`config.mk`:
```
export PLATFORM = sky130hd
export DESIGN_NAME = fit_policy_block_allocator_core_flat
export DESIGN_NICKNAME = d
export VERILOG_FILES = /design/src/sv/fpba_pkg.sv /design/src/sv/fpba_if.sv /design/src/sv/fit_policy_block_allocator_core.sv /design/src/sv/fpba_cell.sv /design/src/flat_wrapper.sv
export VERILOG_INCLUDE_DIRS = /design/src /design/src/sv
export SDC_FILE = /design/constraint.sdc
export NUM_CORES = 2
export LEC_CHECK = 0
export BUFFER_PORTS_ARGS = -buffer_cell sky130_fd_sc_hd__buf_2
export CAP_MARGIN = 20
export CORE_ASPECT_RATIO = 0.8
export CORE_UTILIZATION = 30
export CTS_BUF_LIST = sky130_fd_sc_hd__clkbuf_8
export CTS_CLUSTER_SIZE = 28
export DETAILED_ROUTE_END_ITERATION = 8
export GPL_TIMING_DRIVEN = 0
export SLEW_MARGIN = 30
export SYNTH_ARGS = -nofsm -noshare
export SYNTH_HDL_FRONTEND = slang
export SYNTH_SLANG_ARGS = --single-unit
```
`constraint.sdc`:
```
create_clock -name clk_i -period 5.52 [get_ports clk_i]
set_clock_uncertainty 0.1 [all_clocks]
set_input_delay 0.828 -clock clk_i [delete_from_list [all_inputs] [get_ports clk_i]]
set_output_delay 0.828 -clock clk_i [all_outputs]
set_load 0.1 [all_outputs]
```
`src/sv/fit_policy_block_allocator_core_assert.svh`:
```
// ----------------------------------------------------------------------------
// Assertion macros for the block allocator
// Clocked, reset-gated property checks for the allocator core.
// ----------------------------------------------------------------------------
`ifndef FIT_POLICY_BLOCK_ALLOCATOR_CORE_ASSERT_SVH
`define FIT_POLICY_BLOCK_ALLOCATOR_CORE_ASSERT_SVH

// property checked on every rising clock edge outside reset
`define FPBA_ASSERT(lbl, prop, msg) \
  lbl: assert property (@(posedge clk_i) disable iff (!rst_ni) (prop)) else $error(msg);

// implication checked on every rising clock edge outside reset
`define FPBA_ASSERT_IMP(lbl, ante, cons, msg) \
  lbl: assert property (@(posedge clk_i) disable iff (!rst_ni) (ante) |-> (cons)) \
    else $error(msg);

`endif

```
`src/sv/fpba_pkg.sv`:
```
`timescale 1ns / 1ps
// ----------------------------------------------------------------------------
// fpba_pkg
// Shared constants, codes and types of the fit policy block allocator.
// ----------------------------------------------------------------------------
package fpba_pkg;

  localparam int NUM_BLOCKS_DEF = 16;
  localparam int SIZE_WIDTH_DEF = 32;

  // item kinds
  localparam logic [1:0] MODE_CLEAR   = 2'd0;
  localparam logic [1:0] MODE_LOAD    = 2'd1;
  localparam logic [1:0] MODE_REQUEST = 2'd2;

  // result status codes
  localparam logic [1:0] ST_DONE  = 2'd0;
  localparam logic [1:0] ST_NOFIT = 2'd1;
  localparam logic [1:0] ST_FULL  = 2'd2;

  // placement rules; any other code behaves as first fit
  localparam logic [1:0] POL_FIRST = 2'd0;
  localparam logic [1:0] POL_BEST  = 2'd1;
  localparam logic [1:0] POL_WORST = 2'd2;

  // per-cell control from the sequencer
  typedef struct packed {
    logic       clear;
    logic       load;
    logic       mark;
    logic       loaded;
    logic [1:0] policy;
  } cell_ctrl_t;

endpackage

```
`src/sv/fpba_if.sv`:
```
`timescale 1ns / 1ps
// ----------------------------------------------------------------------------
// Allocator channels
// Valid/ready channels for input items, results and the policy register.
// ----------------------------------------------------------------------------
interface fpba_in_if;
  logic        valid;
  logic        ready;
  logic [1:0]  mode;
  logic [31:0] size;

  modport source (output valid, output mode, output size, input ready);
  modport sink   (input valid, input mode, input size, output ready);
endinterface

interface fpba_out_if;
  logic       valid;
  logic       ready;
  logic       granted;
  logic [3:0] block_index;
  logic [1:0] status;

  modport source (output valid, output granted, output block_index, output status,
                  input ready);
  modport sink   (input valid, input granted, input block_index, input status,
                  output ready);
endinterface

interface fpba_cfg_if;
  logic       valid;
  logic       ready;
  logic [1:0] fit_policy;

  modport source (output valid, output fit_policy, input ready);
  modport sink   (input valid, input fit_policy, output ready);
endinterface

```
`src/sv/fit_policy_block_allocator_core.sv`:
```
`timescale 1ns / 1ps
// ----------------------------------------------------------------------------
// fit_policy_block_allocator_core
// Block table with first, best and worst fit placement.
// ----------------------------------------------------------------------------
// The table is a row of NUM_BLOCKS cells, one block each. A clear or load
// item goes from acceptance through the response state into the output
// register. On a request a candidate word enters cell 0 and moves one cell
// per cycle down the row, each cell replacing it when its own block is a
// better fit; the word leaving the last cell names the chosen block. One
// item is worked on at a time; the next item is taken while the previous
// result still waits on the output channel. The user must write the policy
// register through the configuration channel only while idle (not enforced).
module fit_policy_block_allocator_core #(
  parameter int NUM_BLOCKS = fpba_pkg::NUM_BLOCKS_DEF,
  parameter int SIZE_WIDTH = fpba_pkg::SIZE_WIDTH_DEF
) (
  input  logic        clk_i,
  input  logic        rst_ni,
  fpba_in_if.sink     in_i,
  fpba_cfg_if.sink    cfg_i,
  fpba_out_if.source  out_o
);

`include "fit_policy_block_allocator_core_assert.svh"

  localparam int IDX_W = (NUM_BLOCKS > 1) ? $clog2(NUM_BLOCKS) : 1;
  localparam int CNT_W = $clog2(NUM_BLOCKS + 1);

  typedef enum logic [1:0] {
    S_IDLE,
    S_SCAN,
    S_RESP
  } state_e;

  state_e                state_q;
  logic [CNT_W-1:0]      cnt_q;
  logic [SIZE_WIDTH-1:0] want_q;
  logic [1:0]            policy_q;
  logic                  start_q;
  logic                  res_granted_q;
  logic [IDX_W-1:0]      res_idx_q;
  logic [1:0]            res_status_q;
  logic                  out_valid_q;
  logic                  out_granted_q;
  logic [3:0]            out_index_q;
  logic [1:0]            out_status_q;

  logic                  in_acc;
  logic                  clear_go;
  logic                  load_go;
  logic                  scan_done;
  logic                  out_free;
  logic [SIZE_WIDTH-1:0] in_size;
  logic [IDX_W+3:0]      res_idx_ext;

  logic [NUM_BLOCKS:0]   tok;
  logic [NUM_BLOCKS:0]   found;
  logic [IDX_W-1:0]      idx  [NUM_BLOCKS+1];
  logic [SIZE_WIDTH-1:0] best [NUM_BLOCKS+1];
  fpba_pkg::cell_ctrl_t  ctrl [NUM_BLOCKS];

  assign in_i.ready  = (state_q == S_IDLE);
  assign cfg_i.ready = 1'b1;
  assign in_acc      = in_i.valid && in_i.ready;
  assign in_size     = in_i.size[SIZE_WIDTH-1:0];
  assign clear_go    = in_acc && (in_i.mode == fpba_pkg::MODE_CLEAR);
  assign load_go     = in_acc && (in_i.mode == fpba_pkg::MODE_LOAD) &&
                       (cnt_q < CNT_W'(NUM_BLOCKS));
  assign scan_done   = (state_q == S_SCAN) && tok[NUM_BLOCKS];
  assign out_free    = !out_valid_q || out_o.ready;
  assign res_idx_ext = {4'b0000, res_idx_q};

  assign tok[0]   = start_q;
  assign found[0] = 1'b0;
  assign idx[0]   = '0;
  assign best[0]  = '0;

  for (genvar k = 0; k < NUM_BLOCKS; k++) begin : g_cell
    assign ctrl[k].clear  = clear_go;
    assign ctrl[k].load   = load_go && (cnt_q[IDX_W-1:0] == IDX_W'(k));
    assign ctrl[k].mark   = scan_done && found[NUM_BLOCKS] &&
                            (idx[NUM_BLOCKS] == IDX_W'(k));
    assign ctrl[k].loaded = (cnt_q > CNT_W'(k));
    assign ctrl[k].policy = policy_q;

    fpba_cell #(
      .SIZE_W   (SIZE_WIDTH),
      .IDX_W    (IDX_W),
      .CELL_IDX (k)
    ) u_cell (
      .clk_i   (clk_i),
      .rst_ni  (rst_ni),
      .ctrl_i  (ctrl[k]),
      .size_i  (in_size),
      .want_i  (want_q),
      .tok_i   (tok[k]),
      .found_i (found[k]),
      .idx_i   (idx[k]),
      .best_i  (best[k]),
      .tok_o   (tok[k+1]),
      .found_o (found[k+1]),
      .idx_o   (idx[k+1]),
      .best_o  (best[k+1])
    );
  end

  always_ff @(posedge clk_i) begin
    if (in_acc) begin
      want_q <= in_size;
    end
  end

  always_ff @(posedge clk_i or negedge rst_ni) begin
    if (!rst_ni) begin
      state_q       <= S_IDLE;
      cnt_q         <= '0;
      policy_q      <= fpba_pkg::POL_FIRST;
      start_q       <= 1'b0;
      res_granted_q <= 1'b0;
      res_idx_q     <= '0;
      res_status_q  <= fpba_pkg::ST_DONE;
      out_valid_q   <= 1'b0;
      out_granted_q <= 1'b0;
      out_index_q   <= '0;
      out_status_q  <= fpba_pkg::ST_DONE;
    end else begin
      start_q <= in_acc && (in_i.mode == fpba_pkg::MODE_REQUEST);
      if (cfg_i.valid) begin
        policy_q <= cfg_i.fit_policy;
      end
      if (out_valid_q && out_o.ready && (state_q != S_RESP)) begin
        out_valid_q <= 1'b0;
      end
      case (state_q)
        S_IDLE: begin
          if (in_acc) begin
            res_granted_q <= 1'b0;
            res_idx_q     <= '0;
            case (in_i.mode)
              fpba_pkg::MODE_CLEAR: begin
                cnt_q        <= '0;
                res_status_q <= fpba_pkg::ST_DONE;
                state_q      <= S_RESP;
              end
              fpba_pkg::MODE_LOAD: begin
                state_q <= S_RESP;
                if (load_go) begin
                  cnt_q        <= cnt_q + CNT_W'(1);
                  res_status_q <= fpba_pkg::ST_DONE;
                end else begin
                  res_status_q <= fpba_pkg::ST_FULL;
                end
              end
              fpba_pkg::MODE_REQUEST: begin
                res_status_q <= fpba_pkg::ST_DONE;
                state_q      <= S_SCAN;
              end
              default: begin
                res_status_q <= fpba_pkg::ST_DONE;
                state_q      <= S_RESP;
              end
            endcase
          end
        end
        S_SCAN: begin
          if (scan_done) begin
            res_granted_q <= found[NUM_BLOCKS];
            res_idx_q     <= found[NUM_BLOCKS] ? idx[NUM_BLOCKS] : '0;
            res_status_q  <= found[NUM_BLOCKS] ? fpba_pkg::ST_DONE : fpba_pkg::ST_NOFIT;
            state_q       <= S_RESP;
          end
        end
        S_RESP: begin
          // hold until the output register frees up
          if (out_free) begin
            out_valid_q   <= 1'b1;
            out_granted_q <= res_granted_q;
            out_index_q   <= res_idx_ext[3:0];
            out_status_q  <= res_status_q;
            state_q       <= S_IDLE;
          end
        end
        default: begin
          state_q <= S_IDLE;
        end
      endcase
    end
  end

  assign out_o.valid       = out_valid_q;
  assign out_o.granted     = out_granted_q;
  assign out_o.block_index = out_index_q;
  assign out_o.status      = out_status_q;

  `FPBA_ASSERT(a_cnt_range, cnt_q <= CNT_W'(NUM_BLOCKS), "block count beyond table depth")
  `FPBA_ASSERT(a_one_word, $onehot0(tok), "more than one candidate word in the row")
  `FPBA_ASSERT_IMP(a_idle_row, state_q == S_IDLE, tok == '0, "candidate word while idle")
  `FPBA_ASSERT_IMP(a_grant_ok, res_granted_q, res_status_q == fpba_pkg::ST_DONE, "grant with fail status")

endmodule

```
`src/sv/fpba_cell.sv`:
```
`timescale 1ns / 1ps
// ----------------------------------------------------------------------------
// fpba_cell
// One table entry: holds a block size and its used mark, and updates the
// candidate word that walks past it during a request scan.
// ----------------------------------------------------------------------------
module fpba_cell #(
  parameter int SIZE_W   = fpba_pkg::SIZE_WIDTH_DEF,
  parameter int IDX_W    = 4,
  parameter int CELL_IDX = 0
) (
  input  logic                clk_i,
  input  logic                rst_ni,
  input  fpba_pkg::cell_ctrl_t ctrl_i,
  input  logic [SIZE_W-1:0]   size_i,
  input  logic [SIZE_W-1:0]   want_i,
  input  logic                tok_i,
  input  logic                found_i,
  input  logic [IDX_W-1:0]    idx_i,
  input  logic [SIZE_W-1:0]   best_i,
  output logic                tok_o,
  output logic                found_o,
  output logic [IDX_W-1:0]    idx_o,
  output logic [SIZE_W-1:0]   best_o
);

  logic [SIZE_W-1:0] size_q;
  logic              used_q;
  logic              tok_q;
  logic              found_q;
  logic [IDX_W-1:0]  idx_q;
  logic [SIZE_W-1:0] best_q;
  logic              eligible;
  logic              take;

  assign eligible = ctrl_i.loaded && !used_q && (size_q >= want_i);
  assign take = eligible &&
                (!found_i ||
                 ((ctrl_i.policy == fpba_pkg::POL_BEST)  && (size_q < best_i)) ||
                 ((ctrl_i.policy == fpba_pkg::POL_WORST) && (size_q > best_i)));

  always_ff @(posedge clk_i) begin
    if (ctrl_i.load) begin
      size_q <= size_i;
    end
    if (tok_i) begin
      idx_q  <= take ? IDX_W'(CELL_IDX) : idx_i;
      best_q <= take ? size_q : best_i;
    end
  end

  always_ff @(posedge clk_i or negedge rst_ni) begin
    if (!rst_ni) begin
      used_q  <= 1'b0;
      tok_q   <= 1'b0;
      found_q <= 1'b0;
    end else begin
      if (ctrl_i.clear || ctrl_i.load) begin
        used_q <= 1'b0;
      end else if (ctrl_i.mark) begin
        used_q <= 1'b1;
      end
      // pass the candidate word one cell per cycle
      tok_q <= tok_i;
      if (tok_i) begin
        found_q <= found_i || take;
      end
    end
  end

  assign tok_o   = tok_q;
  assign found_o = found_q;
  assign idx_o   = idx_q;
  assign best_o  = best_q;

endmodule

```
`src/flat_wrapper.sv`:
```
// flat-port wrapper written by rule: the top's interface ports become plain ports
module fit_policy_block_allocator_core_flat 
#(
  parameter int NUM_BLOCKS = fpba_pkg::NUM_BLOCKS_DEF,
  parameter int SIZE_WIDTH = fpba_pkg::SIZE_WIDTH_DEF
)
  (clk_i, rst_ni, in_i_valid, in_i_mode, in_i_size, in_i_ready, cfg_i_valid, cfg_i_fit_policy, cfg_i_ready, out_o_valid, out_o_granted, out_o_block_index, out_o_status, out_o_ready);
  fpba_in_if in_i_i ();
  fpba_cfg_if cfg_i_i ();
  fpba_out_if out_o_i ();
  input  logic clk_i;
  input  logic rst_ni;
  input wire logic [$bits(in_i_i.valid)-1:0] in_i_valid;
  input wire logic [$bits(in_i_i.mode)-1:0] in_i_mode;
  input wire logic [$bits(in_i_i.size)-1:0] in_i_size;
  output wire logic [$bits(in_i_i.ready)-1:0] in_i_ready;
  input wire logic [$bits(cfg_i_i.valid)-1:0] cfg_i_valid;
  input wire logic [$bits(cfg_i_i.fit_policy)-1:0] cfg_i_fit_policy;
  output wire logic [$bits(cfg_i_i.ready)-1:0] cfg_i_ready;
  output wire logic [$bits(out_o_i.valid)-1:0] out_o_valid;
  output wire logic [$bits(out_o_i.granted)-1:0] out_o_granted;
  output wire logic [$bits(out_o_i.block_index)-1:0] out_o_block_index;
  output wire logic [$bits(out_o_i.status)-1:0] out_o_status;
  input wire logic [$bits(out_o_i.ready)-1:0] out_o_ready;
  assign in_i_i.valid = in_i_valid;
  assign in_i_i.mode = in_i_mode;
  assign in_i_i.size = in_i_size;
  assign in_i_ready = in_i_i.ready;
  assign cfg_i_i.valid = cfg_i_valid;
  assign cfg_i_i.fit_policy = cfg_i_fit_policy;
  assign cfg_i_ready = cfg_i_i.ready;
  assign out_o_valid = out_o_i.valid;
  assign out_o_granted = out_o_i.granted;
  assign out_o_block_index = out_o_i.block_index;
  assign out_o_status = out_o_i.status;
  assign out_o_i.ready = out_o_ready;
  fit_policy_block_allocator_core #(.NUM_BLOCKS(NUM_BLOCKS), .SIZE_WIDTH(SIZE_WIDTH)) u_core (.clk_i(clk_i), .rst_ni(rst_ni), .in_i(in_i_i), .cfg_i(cfg_i_i), .out_o(out_o_i));
endmodule
```
==> results.py <==
metrics = {
    "status": {
        "status": "completed",
    },
    "power_and_ir_drop": {
        "p_total_uw": 23400,
        "peakVddDrop_mv": 0.251,
        "p_per_area_nw_per_um2": 323,
        "power_leakage_uw": 0.0293,
    },
    "die": {
        "die_area_um2": 217000,
        "coreArea_um2": 213000,
        "die_h_um": 417,
        "start_util_pct": 30.3,
        "ios": 51,
        "rows": 151,
        "fp.dieW_um": 521,
    },
    "clock_tree": {
        "clockBufferDepth": 3,
        "clk_pin_slew_worst_paths_ns": 0.07,
        "post_cts_buffers": 0,
        "cts.repair.resized": 0,
        "htreeDepth": 4,
        "cts_tree": "built",
        "cts_made_buffers": 177,
        "clk_latency_ns": 0.88,
        "clkSinkCount": 1146,
        "hold_buffers": 1,
        "cts-root-buf": "clkbuf_8",
    },
    "drt": {
        "drc": 0,
        "post_drt_wl_per_cell_um": 19.8,
        "dr_total_vias": 40900,
        "routed_wl_mm": 165,
        "via_per_inst": 4.92,
        "wl_met2_mm": 69.4,
        "ant_nets": 0,
        "met1_length_mm": 82.1,
        "met3_length_mm": 8.07,
        "highest_layer": "met4",
        "drt-pass1-iter-count": 5,
        "drt_iter0_markers": 2861,
    },
    "place": {
        "globalplace.congestion": 0.888,
        "placed_area_um2": 69200,
        "port_buffers": 49,
        "hpwlAfterDp_mm": 130,
    },
    "sta": {
        "final.period_utilization_pct": 78.6,
        "maxSlewViolCount": 0,
        "worst_slew_pin_slew_ns": 1.03,
        "hold_viol": 0,
        "finalSetupViolations": 0,
        "rsz0062_at_grt": "no",
        "max_freq_mhz": 230,
        "period_needed_ns": 4.34,
        "tns_ns": 0,
        "relSlewSlack_pct": 30.9,
    },
    "synth": {
        "synth_ff_type": "edfxtp_1",
        "synthArstFlopShare_pct": 6.37,
        "synth_nets": 6109,
        "synth_edf_count": 1073,
        "yosysUniqueCellTypes": 75,
        "avgSynthCellArea_um2": 12.7,
        "synth_commonest_cells": "edfxtp_1 (1,073), ha_1 (997), inv_1 (545), a21oi_1 (425), mux2_2 (241)",
        "synth_cells": 5071,
        "ys_ff_latch": 1146,
        "ys_seq_area_share_pct": 52.8,
        "synthesis.area_um2": 64500,
        "yosysMostFrequentCell": "edfxtp_1",
        "synthTopCellsByArea": "edfxtp_1 (50%), ha_1 (19%), mux2_2 (4.2%)",
        "yosys_warnings": 0,
        "yosys.area.top_type_share_pct": 49.9,
        "yosysTopAreaCell": "edfxtp_1",
    },
    "critical_path": {
        "cp_cell_sequence": "inv_2, ha_1, nand4_1, nor4_1, o311ai_0, a211o_1, a31oi_4, buf_4, mux2_1",
        "ff2ff_path_depth": 9,
        "startpoint_type": "flip-flop",
        "worstReg2RegEnd": "u_core.g_cell[10].u_cell.best_o[30]",
        "critPathMaxFanout": 16,
        "cp_slowest_stage_delay_ns": 0.71,
        "crit_arrival_ns": 4.83,
        "cp_slowest_cell": "nor4_1",
        "cp-end-kind": "flip-flop",
        "cp_data_required_time_ns": 6.01,
        "timing.rr.start": "u_core.want_q[27]",
        "crit_type": "flip-flop to flip-flop",
        "reg2reg_setup_slack_ns": 1.18,
    },
    "worst_hold_path": {
        "min_path_cells": 2,
        "holdCritStartpoint": "cfg_i_fit_policy[1]",
        "worstHoldEndpoint": "u_core.policy_q[1]",
        "hold_class": "input port to flip-flop",
    },
    "finish": {
        "fin_nets": 6371,
        "drive_gt1_share_pct": 13.7,
        "area_delta_synth_final_pct": 12.4,
        "final_area_um2": 72500,
    },
    "job": {
        "cap_violations": 0,
    },
    "global_routing": {
        "grt_first_pass_wirelength_mm": 248,
        "antenna_found_initial": 3,
        "overflow": 0,
        "grt_usage_pct": 15.0,
        "grt_start_max_net_pins": 58,
        "grt_pass1_vias": 42100,
    },
}
-- worst max-delay path by stage --
stage                      start                             endpoint  slack [ns]  cells after the start
3_3_place_gp          in_i_valid   u_core.g_cell[14].u_cell.size_q[9]        0.31                      7
3_5_place_dp   u_core.want_q[27]  u_core.g_cell[10].u_cell.best_o[25]        1.17                      9
4_1_cts        u_core.want_q[27]  u_core.g_cell[10].u_cell.best_o[30]        1.15                      9
6_report       u_core.want_q[27]  u_core.g_cell[10].u_cell.best_o[30]        1.18                      9
5_1_grt        u_core.want_q[27]  u_core.g_cell[10].u_cell.best_o[29]        1.06                      9
2_1_floorplan  u_core.state_q[0]    u_core.g_cell[7].u_cell.size_q[0]        0.81                      7
-- cells by family after synthesis --
group | synth area share (%)
compound gates | 8.79
fa+ha+maj | 19.3
flops | 52.8
xor+xnor | 0.0272
simple gates | 7.39
mux | 7.79
buf+inv | 3.90
other cells | 0.00581
-- power breakdown --
group / internal [uW] / switching [uW]
registers: 10400 / 440
logic: 2230 / 3550
clock network: 3370 / 3480
-- routing by layer --
metal	up-vias	track usage [%]
li1	19800	-
met1	19900	21.6
met2	972	22.6
met3	300	2.36
met4	0	5.34
met5	-	0
-- layout by cell type (no fill, tap or decap), drive strengths merged, types with 85 or more instances in the layout --
cell,n
edfxtp,1073
ha,997
inv,622
a21oi,429
mux2,427
nand2,241
clkbuf,211
o21ai,201
nand4,169
nor2,145
buf,131
nand3,112
a21o,85
-- registers in the layout (all words and copies together), names as in the netlist, 2 cells and up --
signal,count
u_core.res_status_q,2
u_core.state_q,2
u_core.g_cell.u_cell.found_o,16
u_core.out_o.status,2
u_core.g_cell.u_cell.best_o,480
u_core.res_idx_q,4
u_core.g_cell.u_cell.tok_o,16
u_core.g_cell.u_cell.size_q,512
u_core.want_q,32
u_core.out_o.block_index,4
u_core.policy_q,2
u_core.g_cell.u_cell.used_q,16
u_core.g_cell.u_cell.idx_o,49
u_core.cnt_q,5
-- critical path, delay by kind of cell (launching register included) --
family | cells | cell delay [ns]
flops | 1 | 0.38
buf+inv | 2 | 0.77
fa+ha+maj | 1 | 0.27
mux | 1 | 0.34
simple gates | 2 | 0.86
compound gates | 3 | 1.31
-- per-stage QoR --
| step | worst slack [ns] | utilization, % | std cells | hold WS [ns] |
|---|---|---|---|---|
| after floorplan | 0.806 | - | 5071 | 0.340 |
| after CTS | 1.15 | 34.1 | 8309 | 0.0130 |
| after global routing | 1.06 | 34.1 | 8309 | 0.0745 |
| after detailed placement | 1.17 | 32.5 | 7983 | 0.373 |
| final | 1.18 | 34.1 | 8320 | 0.114 |
| after global placement | 0.308 | 32.1 | 7950 | 0.368 |
-- area by class of cell --
cell class	count	area (um^2)
clock buffer	194	2670
clock inverter	131	643
tap	2830	3540
multi-input combinational	3313	28100
antenna	11	27.5
timing repair buffer	83	948
inverter	546	2050
fill	20800	140000
sequential	1146	34100
buffer	66	468
No activity file was read; power rests on OpenSTA's default activity.
